## src/rtl/irs_pkg.sv

```systemverilog
// Shared types, constants and header byte builder for the image report segmenter.
// No dependencies; used by every module under rtl/.
package irs_pkg;

    localparam int MAX_REPORT_BYTES_DEF = 8191;
    localparam int LENGTH_BITS_DEF      = 24;
    localparam int QUEUE_DEPTH          = 4;
    localparam int MIN_REPORT_LENGTH    = 17;
    localparam int HDR_LEN_LONG         = 16;
    localparam int HDR_LEN_SHORT        = 8;

    localparam logic [1:0]  RST_HEADER_MODE   = 2'd1;
    localparam logic [12:0] RST_REPORT_LENGTH = 13'd1024;
    localparam logic [7:0]  RST_NUM_KEYS      = 8'd15;
    localparam logic [15:0] RST_TOUCH_LIMIT   = 16'd800;

    localparam logic [7:0] REPORT_ID  = 8'h02;
    localparam logic [7:0] CMD_KEY_V1 = 8'h01;
    localparam logic [7:0] CMD_KEY_V2 = 8'h07;
    localparam logic [7:0] CMD_TOUCH  = 8'h0c;

    typedef enum logic [1:0] {
        MODE_KEY_V1 = 2'd0,
        MODE_KEY_V2 = 2'd1,
        MODE_TOUCH  = 2'd2
    } t_mode;

    typedef enum logic [1:0] {
        REG_HEADER_MODE   = 2'd0,
        REG_REPORT_LENGTH = 2'd1,
        REG_NUM_KEYS      = 2'd2,
        REG_TOUCH_LIMIT   = 2'd3
    } t_reg_idx;

    typedef struct packed {
        logic [1:0]  header_mode;
        logic [12:0] report_length;
        logic [7:0]  num_keys;
        logic [15:0] touch_limit;
    } t_cfg;

    // One queue entry: an error, or one payload byte with an optional header ahead of it
    typedef struct packed {
        logic        err;
        logic        hdr;
        t_mode       mode;
        logic        last;
        logic [15:0] page;
        logic [15:0] target;
        logic [15:0] width;
        logic [15:0] height;
        logic [15:0] len;
        logic [7:0]  data;
        logic        rend;
        logic        iend;
        logic [12:0] fill;
    } t_cmd;

    function automatic logic hdr_long(t_mode m);
        return (m != MODE_KEY_V2);
    endfunction

    function automatic logic [7:0] hdr_byte(t_cmd c, logic [3:0] idx);
        logic [7:0] b;
        b = 8'h00;
        case (c.mode)
            MODE_KEY_V1: begin
                case (idx)
                    4'd0:    b = REPORT_ID;
                    4'd1:    b = CMD_KEY_V1;
                    4'd2:    b = c.page[7:0] + 8'd1;
                    4'd4:    b = {7'd0, c.last};
                    4'd5:    b = c.target[7:0] + 8'd1;
                    default: b = 8'h00;
                endcase
            end
            MODE_TOUCH: begin
                case (idx)
                    4'd0:    b = REPORT_ID;
                    4'd1:    b = CMD_TOUCH;
                    4'd2:    b = c.target[7:0];
                    4'd3:    b = c.target[15:8];
                    4'd6:    b = c.width[7:0];
                    4'd7:    b = c.width[15:8];
                    4'd8:    b = c.height[7:0];
                    4'd9:    b = c.height[15:8];
                    4'd10:   b = {7'd0, c.last};
                    4'd11:   b = c.page[7:0];
                    4'd12:   b = c.page[15:8];
                    4'd13:   b = c.len[7:0];
                    4'd14:   b = c.len[15:8];
                    default: b = 8'h00;
                endcase
            end
            default: begin
                case (idx)
                    4'd0:    b = REPORT_ID;
                    4'd1:    b = CMD_KEY_V2;
                    4'd2:    b = c.target[7:0];
                    4'd3:    b = {7'd0, c.last};
                    4'd4:    b = c.len[7:0];
                    4'd5:    b = c.len[15:8];
                    4'd6:    b = c.page[7:0];
                    4'd7:    b = c.page[15:8];
                    default: b = 8'h00;
                endcase
            end
        endcase
        return b;
    endfunction

endpackage

```

## src/rtl/irs_front.sv

```systemverilog
// Front end: accepts image bytes, tracks image/report position, checks targets.
// Depends on irs_pkg; pushes one command per byte that yields output into irs_queue.
module irs_front import irs_pkg::*; #(
    parameter int MAX_REPORT_BYTES = MAX_REPORT_BYTES_DEF,
    parameter int LENGTH_BITS      = LENGTH_BITS_DEF
) (
    input  logic        i_clk,
    input  logic        i_rst_n,
    input  t_cfg        i_cfg,
    input  logic        i_valid,
    output logic        o_ready,
    input  logic [7:0]  i_data_byte,
    input  logic        i_image_start,
    input  logic [23:0] i_image_length,
    input  logic [15:0] i_target_index,
    input  logic [15:0] i_image_width,
    input  logic [15:0] i_image_height,
    input  logic        i_q_ready,
    output logic        o_push,
    output t_cmd        o_cmd
);

    localparam int FILL_W = $clog2(MAX_REPORT_BYTES + 1);
    localparam int CMP_W  = (LENGTH_BITS > FILL_W) ? LENGTH_BITS : FILL_W;

    logic [LENGTH_BITS-1:0] r_rem, n_rem;
    logic [15:0]            r_page, n_page;
    logic [FILL_W-1:0]      r_fill, n_fill;
    logic                   r_drop, n_drop;
    logic [15:0]            r_target, n_target;
    logic [15:0]            r_width, n_width;
    logic [15:0]            r_height, n_height;

    logic                   accept;
    t_mode                  mode;
    logic [31:0]            rl32;
    logic [31:0]            len32;
    logic [FILL_W-1:0]      rl;
    logic [FILL_W-1:0]      hs;
    logic [FILL_W-1:0]      pay;
    logic                   bad;
    logic                   err;
    logic [LENGTH_BITS-1:0] cur_rem;
    logic [LENGTH_BITS-1:0] rem_after;
    logic [FILL_W-1:0]      cur_fill;
    logic [FILL_W-1:0]      fill_after;
    logic                   active;
    logic                   last;
    logic                   rend;
    logic                   iend;
    logic [CMP_W-1:0]       len_w;

    assign accept  = i_valid && i_q_ready;
    assign o_ready = i_q_ready;

    always_comb begin
        case (i_cfg.header_mode)
            2'd0:    mode = MODE_KEY_V1;
            2'd2:    mode = MODE_TOUCH;
            default: mode = MODE_KEY_V2;
        endcase

        rl32 = {19'd0, i_cfg.report_length};
        if (rl32 < 32'(MIN_REPORT_LENGTH)) begin
            rl32 = 32'(MIN_REPORT_LENGTH);
        end
        if (rl32 > 32'(MAX_REPORT_BYTES)) begin
            rl32 = 32'(MAX_REPORT_BYTES);
        end
        rl  = rl32[FILL_W-1:0];
        hs  = hdr_long(mode) ? FILL_W'(HDR_LEN_LONG) : FILL_W'(HDR_LEN_SHORT);
        pay = rl - hs;

        len32 = {8'd0, i_image_length};
        if (mode == MODE_TOUCH) begin
            bad = i_target_index >= i_cfg.touch_limit;
        end else begin
            bad = i_target_index >= {8'd0, i_cfg.num_keys};
        end
        err = i_image_start && bad;

        if (i_image_start) begin
            cur_rem  = bad ? '0 : len32[LENGTH_BITS-1:0];
            cur_fill = '0;
            n_page   = 16'd0;
            n_drop   = bad;
            n_target = i_target_index;
            n_width  = i_image_width;
            n_height = i_image_height;
        end else begin
            cur_rem  = r_rem;
            cur_fill = r_fill;
            n_page   = r_page;
            n_drop   = r_drop;
            n_target = r_target;
            n_width  = r_width;
            n_height = r_height;
        end

        active     = !n_drop && (cur_rem != '0);
        last       = CMP_W'(cur_rem) <= CMP_W'(pay);
        len_w      = last ? CMP_W'(cur_rem) : CMP_W'(pay);
        fill_after = ((cur_fill == '0) ? hs : cur_fill) + FILL_W'(1);
        rem_after  = cur_rem - LENGTH_BITS'(1);
        iend       = (rem_after == '0);
        rend       = iend || (fill_after >= rl);

        n_rem  = cur_rem;
        n_fill = cur_fill;
        if (active) begin
            n_rem  = rem_after;
            n_fill = rend ? '0 : fill_after;
            if (rend) begin
                n_page = n_page + 16'd1;
            end
        end

        o_push        = accept && (err || active);
        o_cmd.err     = err;
        o_cmd.hdr     = (cur_fill == '0);
        o_cmd.mode    = mode;
        o_cmd.last    = last;
        o_cmd.target  = n_target;
        o_cmd.width   = n_width;
        o_cmd.height  = n_height;
        o_cmd.len     = 16'(len_w);
        o_cmd.data    = i_data_byte;
        o_cmd.rend    = rend;
        o_cmd.iend    = iend;
        o_cmd.fill    = (iend && (fill_after < rl)) ? 13'(rl - fill_after) : 13'd0;
        // header page is the page before any increment
        o_cmd.page    = i_image_start ? 16'd0 : r_page;
    end

    always_ff @(posedge i_clk) begin
        if (!i_rst_n) begin
            r_rem    <= '0;
            r_page   <= '0;
            r_fill   <= '0;
            r_drop   <= 1'b0;
            r_target <= '0;
            r_width  <= '0;
            r_height <= '0;
        end else if (accept) begin
            r_rem    <= n_rem;
            r_page   <= n_page;
            r_fill   <= n_fill;
            r_drop   <= n_drop;
            r_target <= n_target;
            r_width  <= n_width;
            r_height <= n_height;
        end
    end

endmodule

```

## src/rtl/irs_queue.sv

```systemverilog
// Short command queue between front and back ends.
// Depends on irs_pkg for the command type and depth.
module irs_queue import irs_pkg::*; (
    input  logic i_clk,
    input  logic i_rst_n,
    input  logic i_push,
    input  t_cmd i_cmd,
    output logic o_ready,
    input  logic i_pop,
    output logic o_valid,
    output t_cmd o_cmd
);

    localparam int PTR_W = $clog2(QUEUE_DEPTH);
    localparam int CNT_W = $clog2(QUEUE_DEPTH + 1);

    t_cmd             r_mem [QUEUE_DEPTH];
    logic [PTR_W-1:0] r_wr;
    logic [PTR_W-1:0] r_rd;
    logic [CNT_W-1:0] r_count;

    assign o_ready = (r_count != CNT_W'(QUEUE_DEPTH));
    assign o_valid = (r_count != '0);
    assign o_cmd   = r_mem[r_rd];

    always_ff @(posedge i_clk) begin
        if (i_push) begin
            r_mem[r_wr] <= i_cmd;
        end
    end

    always_ff @(posedge i_clk) begin
        if (!i_rst_n) begin
            r_wr    <= '0;
            r_rd    <= '0;
            r_count <= '0;
        end else begin
            if (i_push) begin
                r_wr <= (r_wr == PTR_W'(QUEUE_DEPTH - 1)) ? '0 : r_wr + PTR_W'(1);
            end
            if (i_pop) begin
                r_rd <= (r_rd == PTR_W'(QUEUE_DEPTH - 1)) ? '0 : r_rd + PTR_W'(1);
            end
            if (i_push && !i_pop) begin
                r_count <= r_count + CNT_W'(1);
            end else if (!i_push && i_pop) begin
                r_count <= r_count - CNT_W'(1);
            end
        end
    end

endmodule

```

## src/rtl/irs_back.sv

```systemverilog
// Back end: expands each queued command into header bytes and the payload byte, or an error request.
// Depends on irs_pkg; drives the registered output stage of the block.
module irs_back import irs_pkg::*; (
    input  logic        i_clk,
    input  logic        i_rst_n,
    input  logic        i_q_valid,
    input  t_cmd        i_cmd,
    output logic        o_pop,
    output logic        o_valid,
    input  logic        i_ready,
    output logic [7:0]  o_report_byte,
    output logic        o_report_end,
    output logic        o_image_end,
    output logic [12:0] o_zero_fill_count,
    output logic        o_target_error
);

    logic        r_out_valid;
    logic [3:0]  r_idx;
    logic        r_hdr_done;
    logic [7:0]  r_byte;
    logic        r_rend;
    logic        r_iend;
    logic [12:0] r_zfill;
    logic        r_err;

    logic        free;
    logic        take;
    logic        emit_hdr;
    logic        last_hdr;

    assign free     = !r_out_valid || i_ready;
    assign take     = free && i_q_valid;
    assign emit_hdr = i_cmd.hdr && !r_hdr_done && !i_cmd.err;
    assign last_hdr = r_idx == (hdr_long(i_cmd.mode) ? 4'(HDR_LEN_LONG - 1)
                                                      : 4'(HDR_LEN_SHORT - 1));
    assign o_pop    = take && !emit_hdr;

    always_ff @(posedge i_clk) begin
        if (!i_rst_n) begin
            r_out_valid <= 1'b0;
            r_idx       <= '0;
            r_hdr_done  <= 1'b0;
        end else begin
            if (free) begin
                r_out_valid <= i_q_valid;
            end
            if (take) begin
                if (emit_hdr) begin
                    r_idx      <= last_hdr ? 4'd0 : r_idx + 4'd1;
                    r_hdr_done <= last_hdr;
                end else begin
                    r_idx      <= '0;
                    r_hdr_done <= 1'b0;
                end
            end
        end
    end

    always_ff @(posedge i_clk) begin
        if (take) begin
            if (i_cmd.err) begin
                r_byte  <= 8'd0;
                r_rend  <= 1'b0;
                r_iend  <= 1'b0;
                r_zfill <= 13'd0;
                r_err   <= 1'b1;
            end else if (emit_hdr) begin
                r_byte  <= hdr_byte(i_cmd, r_idx);
                r_rend  <= 1'b0;
                r_iend  <= 1'b0;
                r_zfill <= 13'd0;
                r_err   <= 1'b0;
            end else begin
                r_byte  <= i_cmd.data;
                r_rend  <= i_cmd.rend;
                r_iend  <= i_cmd.iend;
                r_zfill <= i_cmd.fill;
                r_err   <= 1'b0;
            end
        end
    end

    assign o_valid           = r_out_valid;
    assign o_report_byte     = r_byte;
    assign o_report_end      = r_rend;
    assign o_image_end       = r_iend;
    assign o_zero_fill_count = r_zfill;
    assign o_target_error    = r_err;

endmodule

```

## src/rtl/image_report_segmenter.sv

```systemverilog
// Image report segmenter top level: APB registers, front end, queue, back end.
// Depends on irs_pkg, irs_front, irs_queue, irs_back.
//
// Input stream (s side): one image byte per request; tuser flags the first byte
// of an image, tdata carries the byte plus image length, target and size.
// Output stream (m side): one report byte per request; tlast marks the last byte
// of a report, tuser flags a rejected target (one such request per bad image).
// The last byte of an image carries the count of zero bytes the sender appends.
// Path: an accepted payload byte is written into the queue, then into the
// output register; a byte that opens a report is preceded by 8 or 16 header
// bytes, one per cycle while the receiver is ready.
// Throughput: one byte per cycle inside a report while the receiver is ready;
// a report's first byte waits for its header in the single-byte output stage.
// A 4-entry command queue lets input keep flowing while headers go out.
// Reset: registers return to defaults (mode 1, length 1024, 15 keys, offset
// limit 800), position state clears, queue and output stage empty.
// Stall: the output register holds its request; the queue fills and then
// o_s_tready drops until the receiver takes data again.
// Registers (APB, byte address 4*i): header_mode, report_length, number of keys,
// touch_offset_limit. pready is always high.
module image_report_segmenter import irs_pkg::*; #(
    parameter int MAX_REPORT_BYTES = MAX_REPORT_BYTES_DEF,
    parameter int LENGTH_BITS      = LENGTH_BITS_DEF
) (
    input  logic        i_clk,
    input  logic        i_rst_n,
    // APB configuration
    input  logic        i_psel,
    input  logic        i_penable,
    input  logic        i_pwrite,
    input  logic [3:0]  i_paddr,
    input  logic [31:0] i_pwdata,
    output logic [31:0] o_prdata,
    output logic        o_pready,
    // input stream
    input  logic        i_s_tvalid,
    output logic        o_s_tready,
    // [7:0] data_byte, [31:8] image_length, [47:32] target_index,
    // [63:48] image_width, [79:64] image_height
    input  logic [79:0] i_s_tdata,
    // [0] image_start
    input  logic        i_s_tuser,
    // output stream
    output logic        o_m_tvalid,
    input  logic        i_m_tready,
    // [7:0] report_byte, [8] image_end, [21:9] zero_fill_count, [23:22] zero
    output logic [23:0] o_m_tdata,
    output logic        o_m_tlast,
    // [0] target_error
    output logic        o_m_tuser
);

    t_cfg        r_cfg;
    logic        cfg_wr;
    t_reg_idx    reg_idx;

    logic        q_ready;
    logic        push;
    t_cmd        push_cmd;
    logic        q_valid;
    t_cmd        head_cmd;
    logic        pop;

    logic [7:0]  report_byte;
    logic        image_end;
    logic [12:0] zero_fill;

    assign o_pready = 1'b1;
    assign cfg_wr   = i_psel && i_penable && i_pwrite;
    assign reg_idx  = t_reg_idx'(i_paddr[3:2]);

    always_ff @(posedge i_clk) begin
        if (!i_rst_n) begin
            r_cfg.header_mode   <= RST_HEADER_MODE;
            r_cfg.report_length <= RST_REPORT_LENGTH;
            r_cfg.num_keys      <= RST_NUM_KEYS;
            r_cfg.touch_limit   <= RST_TOUCH_LIMIT;
        end else if (cfg_wr) begin
            case (reg_idx)
                REG_HEADER_MODE:   r_cfg.header_mode   <= i_pwdata[1:0];
                REG_REPORT_LENGTH: r_cfg.report_length <= i_pwdata[12:0];
                REG_NUM_KEYS:      r_cfg.num_keys      <= i_pwdata[7:0];
                REG_TOUCH_LIMIT:   r_cfg.touch_limit   <= i_pwdata[15:0];
                default: ;
            endcase
        end
    end

    always_comb begin
        case (reg_idx)
            REG_HEADER_MODE:   o_prdata = {30'd0, r_cfg.header_mode};
            REG_REPORT_LENGTH: o_prdata = {19'd0, r_cfg.report_length};
            REG_NUM_KEYS:      o_prdata = {24'd0, r_cfg.num_keys};
            REG_TOUCH_LIMIT:   o_prdata = {16'd0, r_cfg.touch_limit};
            default:           o_prdata = 32'd0;
        endcase
    end

    irs_front #(
        .MAX_REPORT_BYTES (MAX_REPORT_BYTES),
        .LENGTH_BITS      (LENGTH_BITS)
    ) u_front (
        .i_clk          (i_clk),
        .i_rst_n        (i_rst_n),
        .i_cfg          (r_cfg),
        .i_valid        (i_s_tvalid),
        .o_ready        (o_s_tready),
        .i_data_byte    (i_s_tdata[7:0]),
        .i_image_start  (i_s_tuser),
        .i_image_length (i_s_tdata[31:8]),
        .i_target_index (i_s_tdata[47:32]),
        .i_image_width  (i_s_tdata[63:48]),
        .i_image_height (i_s_tdata[79:64]),
        .i_q_ready      (q_ready),
        .o_push         (push),
        .o_cmd          (push_cmd)
    );

    irs_queue u_queue (
        .i_clk   (i_clk),
        .i_rst_n (i_rst_n),
        .i_push  (push),
        .i_cmd   (push_cmd),
        .o_ready (q_ready),
        .i_pop   (pop),
        .o_valid (q_valid),
        .o_cmd   (head_cmd)
    );

    irs_back u_back (
        .i_clk             (i_clk),
        .i_rst_n           (i_rst_n),
        .i_q_valid         (q_valid),
        .i_cmd             (head_cmd),
        .o_pop             (pop),
        .o_valid           (o_m_tvalid),
        .i_ready           (i_m_tready),
        .o_report_byte     (report_byte),
        .o_report_end      (o_m_tlast),
        .o_image_end       (image_end),
        .o_zero_fill_count (zero_fill),
        .o_target_error    (o_m_tuser)
    );

    assign o_m_tdata = {2'b00, zero_fill, image_end, report_byte};

    // error requests carry nothing else
    a_err_clean: assert property (@(posedge i_clk) disable iff (!i_rst_n)
        o_m_tvalid && o_m_tuser |-> (o_m_tdata == 24'd0) && !o_m_tlast)
        else $error("target error request carries data");

    // the end of an image always closes its report
    a_iend_rend: assert property (@(posedge i_clk) disable iff (!i_rst_n)
        o_m_tvalid && o_m_tdata[8] |-> o_m_tlast)
        else $error("image end without report end");

    // zero fill only on the last byte of an image
    a_fill_iend: assert property (@(posedge i_clk) disable iff (!i_rst_n)
        o_m_tvalid && (o_m_tdata[21:9] != 13'd0) |-> o_m_tdata[8])
        else $error("zero fill outside image end");

    // the queue never takes a push while full
    a_no_overflow: assert property (@(posedge i_clk) disable iff (!i_rst_n)
        push |-> q_ready)
        else $error("command queue overflow");

endmodule

```

## config.mk

```make
export PLATFORM = sky130hd
export DESIGN_NAME = image_report_segmenter
export DESIGN_NICKNAME = d
export VERILOG_FILES = /design/src/rtl/irs_pkg.sv /design/src/rtl/irs_front.sv /design/src/rtl/irs_queue.sv /design/src/rtl/irs_back.sv /design/src/rtl/image_report_segmenter.sv
export SDC_FILE = /design/constraint.sdc
export NUM_CORES = 1
export LEC_CHECK = 0
export BUFFER_PORTS_ARGS = -buffer_cell sky130_fd_sc_hd__buf_2
export CORE_MARGIN = 5
export CORE_UTILIZATION = 55
export CTS_CLUSTER_DIAMETER = 200
export DETAILED_ROUTE_END_ITERATION = 12
export GPL_ROUTABILITY_DRIVEN = 0
export PLACE_DENSITY = 0.82
export SYNTH_ARGS = -nofsm -noshare
export SYNTH_HDL_FRONTEND = slang
export SYNTH_HIERARCHICAL = 1
export SYNTH_SLANG_ARGS = --single-unit
```

## constraint.sdc

```tcl
create_clock -name i_clk -period 7.1 [get_ports i_clk]
set_input_delay 0.71 -clock i_clk [delete_from_list [all_inputs] [get_ports i_clk]]
set_output_delay 0.71 -clock i_clk [all_outputs]
set_load 0.02 [all_outputs]
```

; ---- Yosys cells after proc, flatten, opt, wreduce, memory -nomap -nowiden
; Memories as Yosys holds them, arrays and structs flattened. A register that Yosys moved wholly into a read port is not among the register bits.
; Index checks and enable logic that the tools add are counted.
[op_classes]
n_reduce_logical = 37
muxes = 40
add_sub_neg = 12
magnitude_cmp = 7
n_eq_ne = 26
[ops]
columns = cell, n
row1 = 32-bit case mux with 4 select lines, 1
row2 = 16-bit 2-to-1 mux, 7
row3 = 8-bit case mux with 13 select lines, 1
row4 = 13-bit 2-to-1 mux, 7
row5 = 24-bit 2-to-1 mux, 3
row6 = 8-bit case mux with 8 select lines, 1
row7 = 8-bit case mux with 5 select lines, 1
row8 = 4-bit equality test (second input constant), 7
row9 = 13-bit subtractor, 2
row10 = 24-bit by 13-bit less-or-equal comparator with 1-bit output, 1
row11 = 24-bit logical NOT, 1
row12 = 24-bit nonzero test, 1
row13 = 24-bit by 1-bit subtractor with 24-bit output (second input constant), 1
row14 = 16-bit by 1-bit adder with 16-bit output (second input constant), 1
row15 = 8-bit by 1-bit adder with 8-bit output (second input constant), 2
row16 = 4-bit by 3-bit equality test with 1-bit output (second input constant), 4
row17 = 16-bit greater-or-equal comparator, 1
row18 = 16-bit by 8-bit greater-or-equal comparator with 1-bit output, 1
row19 = 8-bit case mux with 2 select lines, 1
row20 = 2-bit equality test (second input constant), 7
row21 = 13-bit by 1-bit adder with 13-bit output (second input constant), 1
row22 = 13-bit greater-or-equal comparator, 1
row23 = 13-bit greater-than comparator (second input constant), 1
row24 = 1-bit logical AND, 13
row25 = 28 further kinds, 55
[totals]
memories = 1
regBits = 178
word_cells = 145
output_inout_bits = 61
ram_bits = 432
[mem_list]
columns = memory, depth, width, read_ports, rd_clocked_by_memory_dff, wr, line_no
row1 = u_queue.r_mem, 4, 108, 1, 1, 1, irs_queue.sv:17  ; t_cmd r_mem [QUEUE_DEPTH];

; ---- Longest topological paths before layout
[logic_depth]
word_depth = 14
mapped_depth = 26
depth_no_buf = 21

; ---- By module
; Netlist, hierarchy kept.
[by_module_without_submodules]
columns = module, seq_area_each_um2, area_per_inst_um2, cells_per_inst, n_inst
row1 = irs_queue, 13152.6, 16002.8, 609, 1
row2 = irs_front, 2042.0, 9444.1, 1310, 1
row3 = irs_back, 840.8, 2758.9, 316, 1
row4 = image_report_segmenter, 780.7, 2023.2, 214, 1

; ---- Worst setup path after synthesis
; OpenSTA, ideal clock, no wires.
[synth_timing]
path_kind = input to register
startpoint = in i_s_tdata[32]
endpoint = mem u_queue/r_mem[0][0] in the netlist's numbering (enable)
n_path_buf = 2
cell_stages = 15
setup_ps = 479
slack_ps = 405
arrival_ps = 6216
cell_sequence = inv_1 > ha_1 > or3b_2 > o211ai_1 > a211oi_1 > nor2_1 > nor2_1 > clkbuf_1 > a2bb2oi_1 > ha_1 > a31oi_1 > o21ai_0 > clkbuf_1 > a21oi_1 > and2_1
[synth_via]
elab_chain_cells = 10
elab_cells_between_ends = 14
classes_between = order compare (2) / mux (6) / reduce/logical (6)
[synth_lines]
columns = element, line_no
row1 = start: declaration, image_report_segmenter.sv:40  ; input logic [79:0] i_s_tdata,
row2 = 16-bit by 8-bit greater-or-equal comparator with 1-bit output / 16-bit greater-or-equal comparator (equally long branches), "irs_front.sv:78, irs_front.sv:76"
row3 = 1-bit 2-to-1 mux (*), irs_front.sv:75  ; if (mode == MODE_TOUCH) begin
row4 = 24-bit 2-to-1 mux, irs_front.sv:83  ; cur_rem = bad ? '0 : len32[LENGTH_BITS-1:0];
row5 = 24-bit 2-to-1 mux, irs_front.sv:82  ; if (i_image_start) begin
row6 = 24-bit nonzero test, irs_front.sv:100  ; active = !n_drop && (cur_rem != '0);
row7 = 1-bit logical AND, irs_front.sv:100
row8 = 1-bit logical OR (*), irs_front.sv:118  ; o_push = accept && (err || active);
row9 = 1-bit logical AND (*), irs_front.sv:118
row10 = named net push, image_report_segmenter.sv:58  ; logic push;
row11 = 1-bit 2-to-1 mux (*), irs_queue.sv:27  ; if (i_push) begin
row12 = 1-bit 2-to-1 mux (implied by the code) (*), irs_queue.sv:28  ; r_mem[r_wr] <= i_cmd;
row13 = end: declaration, irs_queue.sv:17
; Mark *: on every way through the listed nets, which the timed path passes. The rest lies on a longest branch.

==> summary.md <==
| Metric | Value |
|---|---|
| Status | finished, final reports clean |
| Setup TNS | 0 ns |
| Routed WL | 76.8 mm |
| Initial antenna violation count | 0 |
| Num ports | 185 |
| Largest net degree at the start of global routing | 111 |
| Via density | 6.48 |
| Logic gate share of total power | 0.238 |
| GRT Total Usage | 0.250 |
| Flop-to-flop setup slack | 0.82 ns |
| DR vias | 21300 |
| Core Util, Final | 0.608 |
| Sequential share of power | 0.446 |
| CP Capture Type | flop |
| Ranking of synthesized cells by area | edfxtp_1 (45%), dfxtp_1 (10%), mux4_2 (8.3%) |
| Synth cell types | 96 |
| Port bufs | 147 |
| Nets | 2723 |
| CTS clk-pin slew, worst paths | 0.06 ns |
| Row count | 86 |
| Max Freq | 0.159 GHz |
| Source of the critical timing path | r_cfg[21] |
| Multi-input gate area | 12200 um^2 |
| Die X | 244 um |
| Routed length per instance | 23.4 um |
| Placed Area | 31300 um^2 |
| Starting Density | 0.552 |
| Final setup fails | 0 |
| P_int | 6.99 mW |
| Async SR Flop Fraction | 0 |
| Measured slew at the worst slew-check pin | 1.27 ns |
| CP Max Fanout | 13 |
| Skew final | 0.0253 ns |
| Net Sw Power | 2.96 mW |
| Hold WS | 0.296 ns |
| First-pass GRT wire length | 119 mm |
| Clock tree sinks | 612 |
| Slowest Stage Delay on Critical Path | 0.60 ns |
| Cells after synthesis | 2449 |
| Hold Path Class | input pin to flop |
| Share of cells above drive strength 1 | 0.190 |
| Post-synth EDFFs | 456 |
| Worst r2r path cells | 19 |
| Post-CTS setup buffer count | 0 |
| Hold-fix buffers, CTS | 0 |
| TritonCTS Buffers | 60 |
| Post-layout instance area | 33300 um^2 |
| Placed Cells | 3169 |
| Post-DP HPWL | 50.7 mm |
| Sw Share | 0.298 |
| Post-synth top area share | 0.453 |
| Required time of the critical path | 7.46 ns |
| RR Endpoint | u_queue/r_mem[0][4] |
| H-tree levels | 2 |
| Die Ht | 244 um |
| Diode count | 0 |
| Crit path max-delay family | simple AND/OR/NAND/NOR gates |
| Worst Path Buf+Inv | 2 |
| Total gr overflow | 0 |
| Finished Layout Cells | 3282 |
| Post-Syn Area | 30200 um^2 |
| Slew margin rel. | 0.152 |
| Core Region | 54800 um^2 |
| Avg Inst Size Synth | 12.3 um^2 |
| Most frequent cell after synthesis | edfxtp_1 |
| Clk_lat worst skew | 0.63 ns |
| Longest Clk Path Bufs | 3 |
| Initial DRC count | 2949 |
| Final Hold Fails | 0 |
| Reg area | 16800 um^2 |
| Pins over their slew limit | 0 |
| RSZ-0062 raised after global routing | false |
| Number of global-route vias before repair | 21000 |
| P per Cell Area | 299 nW/um^2 |
| Worst path arrival time | 6.64 ns |
| Max cap viols | 0 |
| R2R Path Start | r_cfg[21] |
| CP max stage cell | a211oi_1 |
| Synthesis-stage register bit count | 612 |
| Seq/Total Area, Yosys | 0.556 |
| Setup crit start kind | flop |
| P_leak | 11.8 nW |
| Antenna-violating nets left | 0 |
| Top post-synthesis cells by count | edfxtp_1 (456), nand2_1 (305), dfxtp_1 (156) |
| Synth Flop Type | edfxtp_1 |
| Fillers | 3950 |
| CP Depth | 19 |
| Clock share of power | 0.316 |
| Area delta synth->final | 10.2% |
| Max rail drop VDD | 0.000187 V |
| Cell taking the most area after synthesis | edfxtp_1 |
| Kind of critical path | flop to flop |
| Clock root cell | clkbuf_16 |
| Warnings, synthesis | 6 |
| Fin crit share | 0.884 |
| Critical Path End | u_queue/r_mem[0][4] |
| Period minus WS final | 6.28 ns |
| CP Cell Sequence | inv_1 > ha_1 > a211o_1 > nor2_1 > a211oi_1 > nor2_1 > nor2_1 > a2bb2oi_1 > ha_1 > o21ai_2 > a211oi_4 > xor2_1 > a211oi_1 > o22ai_1 > nor4_2 > nand4_2 > inv_1 > nand3_1 > nor3_1 |
| Cell mode on critical path | nor2_1 |
| CTS tree | yes |
| First-pass DRT Iterations | 7 |
| Drt drc | 0 |
| Resized Gates After CTS | 0 |
| Die Area | 59800 um^2 |
[power groups by stage]
| stage | Combinational, mW | Clock (mW) | Sequential, mW |
|---|---|---|---|
| 6_report | 2.37 | 3.15 | 4.44 |
| 5_1_grt | 2.52 | 3.36 | 4.47 |
| 4_1_cts | 2.34 | 3.19 | 4.44 |
| 3_5_place_dp | 2.31 | 0 | 4.51 |
| 3_3_place_gp | 2.25 | 0 | 4.48 |
| 2_1_floorplan | 1.62 | 0 | 4.51 |
[metal layers]
metal | wire length (um) | part of all wire | vias to the layer above | track usage
met1 | 29300 | 0.38 | 10300 | 0.335
li1 | - | - | 9323 | -
met5 | 0 | 0 | - | 0
met4 | 2920 | 0.038 | 0 | 0.0823
met2 | 36900 | 0.48 | 1370 | 0.413
met3 | 7660 | 0.10 | 282 | 0.0530
[metrics by stage]
stage,power (mW),setup WS [ns]
floorplan,6.13,0.405
global placement,6.73,0.765
CTS,9.97,0.955
finish,9.95,0.823
detailed placement,6.82,0.586
global route,10.4,0.466
[registers in the layout, summed over array words and instances (netlist names), 2 cells and up, named ones only]
register,cells
u_front/r_fill,13
u_front/r_page,16
u_queue/r_rd,2
u_front/r_target,16
u_front/r_height,16
u_queue/r_wr,2
u_queue/r_count,3
u_front/r_width,16
u_back/o_zero_fill_count,13
r_cfg,39
u_back/r_idx,4
u_queue/r_mem,432
u_front/r_rem,24
u_back/o_report_byte,8
[worst min path at each step]
| stage | from | endpoint | cells past startpoint |
|---|---|---|---|
| final | i_s_tdata[5] | u_queue/r_mem[1][20] | 1 |
| after global routing | i_s_tdata[5] | u_queue/r_mem[3][20] | 1 |
| after CTS | i_s_tdata[5] | u_queue/r_mem[1][20] | 1 |
| after detailed placement | u_front/r_target[1] | u_front/r_target[1] | 2 |
| after global placement | u_front/r_height[5] | u_front/r_height[5] | 2 |
| after floorplan | u_front/r_drop | u_front/r_drop | 2 |
[final cells by class]
| class | instances | share of cell area |
|---|---|---|
| Sequential cell | 612 | 0.505 |
| Multi-Input combinational cell | 1581 | 0.366 |
| Clock buffer | 83 | 0.0492 |
| Timing Repair Buffer | 187 | 0.0343 |
| Tap cell | 704 | 0.0264 |
| Clock inverter | 30 | 0.00977 |
| Inverter | 85 | 0.00958 |
[placed cells by master (no fill, tap or decap), types with 22 or more instances in the layout]
master     Yosys  final
xnor2_1       43     43
buf_4         41     34
mux2_2        61     61
and2_1        26     22
nand3_1       58     58
nor2_1        99     98
a21oi_1      130    130
nor3_1        42     42
clkbuf_16      0     61
mux2i_1       79     79
o21ai_0       78     78
mux4_2       111    111
xor2_1        24     24
a211oi_1      26     26
ha_1          69     69
nand2_1      305    304
nor2b_1       63     63
inv_1         83     83
conb_1         3     22
dfxtp_1      156    154
edfxtp_1     456    456
buf_2         47    145
[logic make-up after synthesis]
kind of cell               after synthesis  synth area share
AOI/OAI and AO/OA                      442            0.0999
xor gates and xnor gates                67            0.0194
adders and majority gates               72            0.0305
buffers and inverters                  275            0.0439
DFF                                    612             0.556
muxes                                  251             0.132
other                                    3          0.000372
and+or+nand+nor                        727             0.118
(Power assumes the default switching activity.)
